==> src/lifo_pkg.sv <==
// Shared constants for the LIFO word store: depth default, operation codes and status codes.
`default_nettype none
package lifo_pkg;

  localparam int LIFO_DEPTH = 16;
  localparam int WORD_W     = 32;

  localparam logic [2:0] FN_PUSH   = 3'd0;
  localparam logic [2:0] FN_POP    = 3'd1;
  localparam logic [2:0] FN_UPDATE = 3'd2;
  localparam logic [2:0] FN_CLEAR  = 3'd3;
  localparam logic [2:0] FN_DUMP   = 3'd4;

  localparam logic [1:0] ST_OK      = 2'd0;
  localparam logic [1:0] ST_EMPTY   = 2'd1;
  localparam logic [1:0] ST_MISSING = 2'd2;
  localparam logic [1:0] ST_FULL    = 2'd3;

endpackage
`default_nettype wire

==> src/lifo_ram.sv <==
// Single-port-write, single-port-read word memory with a registered read.
`default_nettype none
module lifo_ram #(
  parameter int DEPTH = lifo_pkg::LIFO_DEPTH,
  parameter int AW    = (DEPTH > 1) ? $clog2(DEPTH) : 1
) (
  input  wire                                  clk,
  input  wire                                  wr_en,
  input  wire  [AW-1:0]                        wr_addr,
  input  wire  logic signed [lifo_pkg::WORD_W-1:0] wr_data,
  input  wire                                  rd_en,
  input  wire  [AW-1:0]                        rd_addr,
  output logic signed [lifo_pkg::WORD_W-1:0]   rd_data
);

  logic signed [lifo_pkg::WORD_W-1:0] mem [DEPTH];

  always_ff @(posedge clk) begin
    if (wr_en) begin
      mem[wr_addr] <= wr_data;
    end
  end

  always_ff @(posedge clk) begin
    if (rd_en) begin
      rd_data <= mem[rd_addr];
    end
  end

endmodule
`default_nettype wire

==> src/lifo_store_with_match_update.sv <==
// Top level of the bounded LIFO word store with push, pop, update, clear and dump.
//
//  Channel  Direction  Handshake              Words
//  in_      sink       in_valid / in_ready    in_func, in_value, in_match_key
//  out_     source     out_valid / out_ready  out_status, out_value, out_last
//
// One item is processed at a time; the words live in a memory with a registered read.
// A dump emits every stored word from the top down and marks the bottom word as last.
// Update reads the entries one at a time from the top down until one matches the key.
// After reset the store is empty and the block is ready.
// A stalled output holds its word; work that must emit waits until the output slot frees.
`default_nettype none
module lifo_store_with_match_update #(
  parameter int DEPTH = lifo_pkg::LIFO_DEPTH
) (
  input  wire                                 clk,
  input  wire                                 rst_n,
  input  wire                                 in_valid,
  output logic                                in_ready,
  input  wire  [2:0]                          in_func,
  input  wire  logic signed [lifo_pkg::WORD_W-1:0] in_value,
  input  wire  logic signed [lifo_pkg::WORD_W-1:0] in_match_key,
  output logic                                out_valid,
  input  wire                                 out_ready,
  output logic [1:0]                          out_status,
  output logic signed [lifo_pkg::WORD_W-1:0]  out_value,
  output logic                                out_last
);

  localparam int AW = (DEPTH > 1) ? $clog2(DEPTH) : 1;
  localparam int CW = $clog2(DEPTH + 1);
  localparam logic [CW-1:0] FULL_CNT = CW'(DEPTH);

  typedef enum logic [1:0] {S_IDLE, S_EXEC, S_READ, S_CHECK} state_t;

  state_t                               state_r, state_nxt;
  logic [CW-1:0]                        cnt_r, cnt_nxt;
  logic [AW-1:0]                        idx_r, idx_nxt;
  logic [2:0]                           func_r;
  logic signed [lifo_pkg::WORD_W-1:0]   value_r, key_r;

  logic                                 out_valid_r;
  logic [1:0]                           out_status_r;
  logic signed [lifo_pkg::WORD_W-1:0]   out_value_r;
  logic                                 out_last_r;

  logic                                 can_load, emit;
  logic [1:0]                           ld_status;
  logic signed [lifo_pkg::WORD_W-1:0]   ld_value;
  logic                                 ld_last;
  logic                                 wr_en, rd_en;
  logic [AW-1:0]                        wr_addr;
  logic signed [lifo_pkg::WORD_W-1:0]   rd_data;
  logic                                 empty, full;
  logic [AW-1:0]                        top_idx;

  assign in_ready   = (state_r == S_IDLE);
  assign out_valid  = out_valid_r;
  assign out_status = out_status_r;
  assign out_value  = out_value_r;
  assign out_last   = out_last_r;

  assign can_load = !out_valid_r || out_ready;
  assign empty    = (cnt_r == '0);
  assign full     = (cnt_r >= FULL_CNT);
  assign top_idx  = AW'(cnt_r - CW'(1));
  assign rd_en    = (state_r == S_READ);

  lifo_ram #(.DEPTH(DEPTH), .AW(AW)) u_ram (
    .clk     (clk),
    .wr_en   (wr_en),
    .wr_addr (wr_addr),
    .wr_data (value_r),
    .rd_en   (rd_en),
    .rd_addr (idx_r),
    .rd_data (rd_data)
  );

  always_comb begin
    state_nxt = state_r;
    cnt_nxt   = cnt_r;
    idx_nxt   = idx_r;
    emit      = 1'b0;
    ld_status = lifo_pkg::ST_OK;
    ld_value  = '0;
    ld_last   = 1'b1;
    wr_en     = 1'b0;
    wr_addr   = idx_r;
    unique case (state_r)
      S_IDLE: begin
        if (in_valid) begin
          state_nxt = S_EXEC;
        end
      end
      S_EXEC: begin
        if (can_load) begin
          state_nxt = S_IDLE;
          case (func_r)
            lifo_pkg::FN_PUSH: begin
              emit = 1'b1;
              if (full) begin
                ld_status = lifo_pkg::ST_FULL;
              end else begin
                wr_en   = 1'b1;
                wr_addr = AW'(cnt_r);
                cnt_nxt = cnt_r + CW'(1);
              end
            end
            lifo_pkg::FN_POP, lifo_pkg::FN_DUMP: begin
              if (empty) begin
                emit      = 1'b1;
                ld_status = lifo_pkg::ST_EMPTY;
              end else begin
                idx_nxt   = top_idx;
                state_nxt = S_READ;
              end
            end
            lifo_pkg::FN_UPDATE: begin
              if (empty) begin
                emit      = 1'b1;
                ld_status = lifo_pkg::ST_MISSING;
              end else begin
                idx_nxt   = top_idx;
                state_nxt = S_READ;
              end
            end
            lifo_pkg::FN_CLEAR: begin
              emit      = 1'b1;
              ld_status = empty ? lifo_pkg::ST_EMPTY : lifo_pkg::ST_OK;
              cnt_nxt   = '0;
            end
            default: begin
              state_nxt = S_IDLE;
            end
          endcase
        end
      end
      S_READ: begin
        state_nxt = S_CHECK;
      end
      S_CHECK: begin
        case (func_r)
          lifo_pkg::FN_POP: begin
            if (can_load) begin
              emit      = 1'b1;
              ld_value  = rd_data;
              cnt_nxt   = cnt_r - CW'(1);
              state_nxt = S_IDLE;
            end
          end
          lifo_pkg::FN_DUMP: begin
            if (can_load) begin
              emit     = 1'b1;
              ld_value = rd_data;
              ld_last  = (idx_r == '0);
              if (idx_r == '0) begin
                state_nxt = S_IDLE;
              end else begin
                idx_nxt   = idx_r - AW'(1);
                state_nxt = S_READ;
              end
            end
          end
          lifo_pkg::FN_UPDATE: begin
            if (rd_data == key_r) begin
              if (can_load) begin
                emit      = 1'b1;
                wr_en     = 1'b1;
                state_nxt = S_IDLE;
              end
            end else if (idx_r == '0) begin
              if (can_load) begin
                emit      = 1'b1;
                ld_status = lifo_pkg::ST_MISSING;
                state_nxt = S_IDLE;
              end
            end else begin
              idx_nxt   = idx_r - AW'(1);
              state_nxt = S_READ;
            end
          end
          default: begin
            state_nxt = S_IDLE;
          end
        endcase
      end
      default: begin
        state_nxt = S_IDLE;
      end
    endcase
  end

  always_ff @(posedge clk) begin
    if (!rst_n) begin
      state_r     <= S_IDLE;
      cnt_r       <= '0;
      idx_r       <= '0;
      out_valid_r <= 1'b0;
    end else begin
      state_r <= state_nxt;
      cnt_r   <= cnt_nxt;
      idx_r   <= idx_nxt;
      if (emit) begin
        out_valid_r <= 1'b1;
      end else if (out_ready) begin
        out_valid_r <= 1'b0;
      end
    end
  end

  always_ff @(posedge clk) begin
    if (in_valid && in_ready) begin
      func_r  <= in_func;
      value_r <= in_value;
      key_r   <= in_match_key;
    end
    if (emit) begin
      out_status_r <= ld_status;
      out_value_r  <= ld_value;
      out_last_r   <= ld_last;
    end
  end

  a_cnt_bound: assert property (@(posedge clk) disable iff (!rst_n)
    cnt_r <= FULL_CNT)
    else $error("fill count exceeds the store depth");

  a_full_status: assert property (@(posedge clk) disable iff (!rst_n)
    out_valid_r && out_status_r == lifo_pkg::ST_FULL |-> cnt_r == FULL_CNT)
    else $error("full status reported while the store has room");

  a_inner_ok: assert property (@(posedge clk) disable iff (!rst_n)
    out_valid_r && !out_last_r |-> out_status_r == lifo_pkg::ST_OK)
    else $error("non-final word carries an error status");

  a_write_emits: assert property (@(posedge clk) disable iff (!rst_n)
    wr_en |=> out_valid_r && out_status_r == lifo_pkg::ST_OK)
    else $error("memory written without a successful result");

endmodule
`default_nettype wire
==> config.mk <==
export PLATFORM = sky130hd
export DESIGN_NAME = lifo_store_with_match_update
export DESIGN_NICKNAME = d
export VERILOG_FILES = /design/src/lifo_pkg.sv /design/src/lifo_ram.sv /design/src/lifo_store_with_match_update.sv
export SDC_FILE = /design/constraint.sdc
export NUM_CORES = 1
export LEC_CHECK = 0
export BUFFER_PORTS_ARGS = -buffer_cell sky130_fd_sc_hd__buf_2
export CORE_MARGIN = 1
export CORE_UTILIZATION = 40
export DETAILED_ROUTE_END_ITERATION = 6
export SLEW_MARGIN = 20
export SYNTH_ARGS = -nofsm -noshare
export SYNTH_HDL_FRONTEND = slang
export SYNTH_SLANG_ARGS = --single-unit
==> constraint.sdc <==
create_clock -name clk -period 9.2 [get_ports clk]
set_input_delay 0.92 -clock clk [delete_from_list [all_inputs] [get_ports clk]]
set_output_delay 0.92 -clock clk [all_outputs]
set_load 0.05 [all_outputs]
==> PnR_summary.wiki <==
{| class="wikitable"
! Metric !! Value
|-
| Number of top-level pins || 108
|-
| Clk_skew || 26.2 ps
|-
| Number of global-route vias before repair || 12318
|-
| Most used cells in the layout excluding fill and tap cells || sky130_fd_sc_hd__edfxtp_1, sky130_fd_sc_hd__mux4_2, sky130_fd_sc_hd__buf_2
|-
| Relative slew slack || around a quarter
|-
| Tcrit/Tclk final || 50.0%
|-
| Reg2reg end || u_ram.mem[2][1]
|-
| Reg-to-reg slack, setup || 4600 ps
|-
| Post-synthesis instance area || 25200 um^2
|-
| Worst IR Drop VDD || between 0.1 and 0.15 mV
|-
| CP arrival || 4830 ps
|-
| Final core utilization || 47.0%
|-
| Clock tree from TritonCTS || yes
|-
| Core region area || around 62000 um^2
|-
| RSZ-0062 raised after global routing || false
|-
| Sum Neg Setup Slack || 0 ps
|-
| Worst EP required || 9440 ps
|-
| Number of instances in the synthesized netlist || 1145
|-
| Placed cell count || 2061
|-
| Layout cells sized above 1 || 31.8%
|-
| Worst Max-Slew Pin Slew || 1120 ps
|-
| Critical path cell sequence || xor2_1, nor4_1, nand4_1, nor2_1, a31oi_4, nor3_2, buf_4
|-
| Die width || approximately 250 um
|-
| Lkg Pwr || 9.14 nW
|-
| Count of input and output buffers || 107
|-
| Sum of overflow across all layers after global routing || 0
|-
| HPWL after detailed placement || 34.3 mm
|-
| Worst hold path class || primary input to flip-flop
|-
| Critical path's slowest cell || sky130_fd_sc_hd__nor3_2
|-
| Number of maximum-capacitance violations || 0
|-
| Worst-case setup margin in the final layout || 4600 ps
|-
| WL per Instance || 26.7 um
|-
| Wire length of the first global-routing pass || about 85 mm
|-
| Number of flip-flops and latches in the synthesized netlist || 658
|-
| TritonCTS buffer count || 71
|-
| Setup fix buffers added after clock tree synthesis || 0
|-
| Number of iterations in the first detailed-routing pass || 7
|-
| Remaining routing DRC violations || 0
|-
| Clock sink total || 658
|-
| Synth cell types || 58
|-
| FFs w/ async S/R, synth || 0%
|-
| Pins over their slew limit || 0
|-
| Classification of the worst setup path || flip-flop to flip-flop
|-
| P&R area growth vs syn || 15.6%
|-
| Mapped Nets || approximately 1200
|-
| Initial antenna violation count || 6
|-
| Die Footprint || 64100 um^2
|-
| Share of power burned in registers || a little over half
|-
| Power Internal || 0.00504 W
|-
| Worst slack at placement || 4330 ps
|-
| Post-CTS clock slew at the launch and capture registers of the worst setup and hold paths || 60 ps
|-
| Starting Density || 40.6%
|-
| Total via count after detailed routing || around 12000
|-
| Number of standard cells in the final layout excluding fillers || 2187
|-
| Sequential share of the synthesized area || 77.9%
|-
| Status || finished, final reports clean
|-
| Reg-to-reg startpoint || u_ram.rd_data[14]
|-
| Leading cell type in the layout, fill and taps excluded || sky130_fd_sc_hd__edfxtp_1
|-
| Number of levels in the clock H-tree || 3
|-
| Part of the total power dissipated in combinational logic || around 2.8%
|-
| Maximum count of clock buffers along a single path || 3
|-
| Number of enable flip-flop cells after synthesis || 646
|-
| Worst Hold Launch || in_value[30]
|-
| Synthesized area divided by synthesized cell count || 22.0 um^2
|-
| Root cell of the clock tree || sky130_fd_sc_hd__clkbuf_16
|-
| Total number of nets in the final design || 1371
|-
| Net switching power of the design || between 0.001 and 0.0015 W
|-
| Final wirelength || approximately 60 mm
|-
| Diode insertion count for antenna repair || 0
|-
| Highest cell delay on the worst timing path || 1020 ps
|-
| Terminating pin of the worst hold path || value_r[30]
|-
| Number of fillers in the final layout || 5101
|-
| Final hold violation count || 0
|-
| Largest fanout on the critical path || 22
|-
| Global-route total usage across every layer || 18.6%
|-
| Fmax || ~220 MHz
|-
| Insertion delay of the later-clocked pin in the worst-skew pair || 600 ps
|-
| Startpoint class of the critical path || flip-flop
|-
| Count of antenna-violating nets left after detailed routing || 0
|-
| Hold Path Depth || 1
|-
| Largest net degree at the start of global routing || 67
|-
| Final critical-path required period || between 4000 and 5000 ps
|-
| Setup violation total in the final timing report || 0
|-
| Vias/cell || 5.53
|-
| GPL Wtd Cong || 0.805
|-
| Clock group share of total power || 43.7%
|-
| Sw Share || 20.6%
|-
| Cts repair resizes || 0
|-
| Number of synthesis warnings || 0
|-
| Vertical die dimension || between 200 and 300 um
|-
| Pwr/cell area || 218 nW/um^2
|-
| Prevailing post-synth register cell || sky130_fd_sc_hd__edfxtp_1
|-
| Standard-cell row count || 91
|-
| Initial DRC count || 1089
|-
| Cts hold-fix bufs || 0
|-
| Crit. End Element || flip-flop
|-
| Logic depth of the worst register-to-register path || 7
|}
[power by group through the flow]
stage / Combinational [W] / Sequential, W / Clock (W)
after floorplan: 0.0000963 / 0.00345 / 0
after global placement: 0.000179 / 0.00345 / 0
after detailed placement: 0.000181 / 0.00346 / 0
after CTS: 0.000181 / 0.00339 / 0.00283
after global routing: 0.000191 / 0.00340 / 0.00293
final: 0.000179 / 0.00339 / 0.00278
[worst max-delay path by stage]
stage	from	to	slack (ps)	depth (start not counted)
finish	u_ram.rd_data[14]	u_ram.mem[2][1]	4600	7
floorplan	out_ready	out_last	3320	3
detailed placement	u_ram.rd_data[14]	u_ram.mem[1][7]	4330	7
CTS	u_ram.rd_data[14]	u_ram.mem[1][14]	4280	7
global route	key_r[14]	u_ram.mem[1][1]	4350	7
global placement	key_r[14]	u_ram.mem[1][5]	4500	7
[synth_stat cells, types with 3 or more instances]
| cell | count | area (um^2) |
|---|---|---|
| sky130_fd_sc_hd__edfxtp_1 | 646 | 19400 |
| sky130_fd_sc_hd__xor2_1 | 34 | 298 |
| sky130_fd_sc_hd__a22oi_1 | 3 | 22.5 |
| sky130_fd_sc_hd__buf_4 | 6 | 45.0 |
| sky130_fd_sc_hd__o211ai_1 | 6 | 45.0 |
| sky130_fd_sc_hd__a31oi_1 | 9 | 56.3 |
| sky130_fd_sc_hd__nor3b_1 | 3 | 22.5 |
| sky130_fd_sc_hd__clkbuf_1 | 29 | 109 |
| sky130_fd_sc_hd__and3_1 | 34 | 213 |
| sky130_fd_sc_hd__or3_1 | 7 | 43.8 |
| sky130_fd_sc_hd__a21oi_1 | 16 | 80.1 |
| sky130_fd_sc_hd__nor2_1 | 27 | 101 |
| sky130_fd_sc_hd__nand2b_1 | 3 | 18.8 |
| sky130_fd_sc_hd__nor4_1 | 11 | 68.8 |
| sky130_fd_sc_hd__ha_1 | 3 | 37.5 |
| sky130_fd_sc_hd__inv_1 | 8 | 30.0 |
| sky130_fd_sc_hd__dfxtp_1 | 12 | 240 |
| sky130_fd_sc_hd__xnor2_1 | 3 | 26.3 |
| sky130_fd_sc_hd__nand2_1 | 14 | 52.6 |
| sky130_fd_sc_hd__nor3_1 | 23 | 115 |
| sky130_fd_sc_hd__buf_2 | 21 | 105 |
| sky130_fd_sc_hd__nand3_1 | 6 | 30.0 |
| sky130_fd_sc_hd__and2_1 | 4 | 25.0 |
| sky130_fd_sc_hd__o21ai_0 | 17 | 85.1 |
| sky130_fd_sc_hd__mux4_2 | 160 | 3600 |
[layout make-up]
class	instances	area [um^2]	share of cell area (%)
clock buffer	91	1920	6.57
clock inverter	35	339	1.16
inverter	9	33.8	0.116
multi-input combinational	419	5400	18.5
sequential	658	19600	67.4
tap	837	1050	3.59
timing repair buffer	138	768	2.63
[logic make-up after synthesis]
| kind of cell | Yosys count | share of synthesized area (%) |
|---|---|---|
| AOI/OAI and AO/OA | 71 | 1.87 |
| xor gates and xnor gates | 37 | 1.28 |
| and+or+nand+nor | 146 | 3.26 |
| DFF | 658 | 77.9 |
| buffers and inverters | 68 | 1.21 |
| adders and majority gates | 3 | 0.149 |
| muxes | 162 | 14.4 |
[layer usage]
layer | GRT usage, % | share of wire, % | vias up
met1 | 27.0 | 44 | 6433
met4 | 4.71 | 1.9 | 0
met3 | 3.73 | 6.8 | 87
met5 | 0 | 0 | -
met2 | 28.8 | 47 | 468
li1 | - | - | 5111
[sequential cells by signal (all words and copies together), names as in the netlist]
register       count
key_r             32
func_r             3
state_r            2
value_r           32
out_last           1
out_valid          1
cnt_r              5
u_ram.rd_data     32
u_ram.mem        512
out_status         2
out_value         32
idx_r              4
[critical path, delay by kind of cell (launching register included)]
family          cells  cell delay [ps]
simple gates        4             2730
compound gates      1              410
flops               1              400
xor+xnor            1              160
buf+inv             1              520
[stage by stage]
stage | power, W | hold slack [ps] | instance area [um^2]
floorplan | 0.00354 | 569 | 25200
global placement | 0.00363 | 561 | 26900
detailed placement | 0.00364 | 554 | 26900
CTS | 0.00641 | 451 | 29100
global route | 0.00652 | 463 | 29200
finish | 0.00635 | 488 | 29200
No activity file was read; power rests on OpenSTA's default activity.
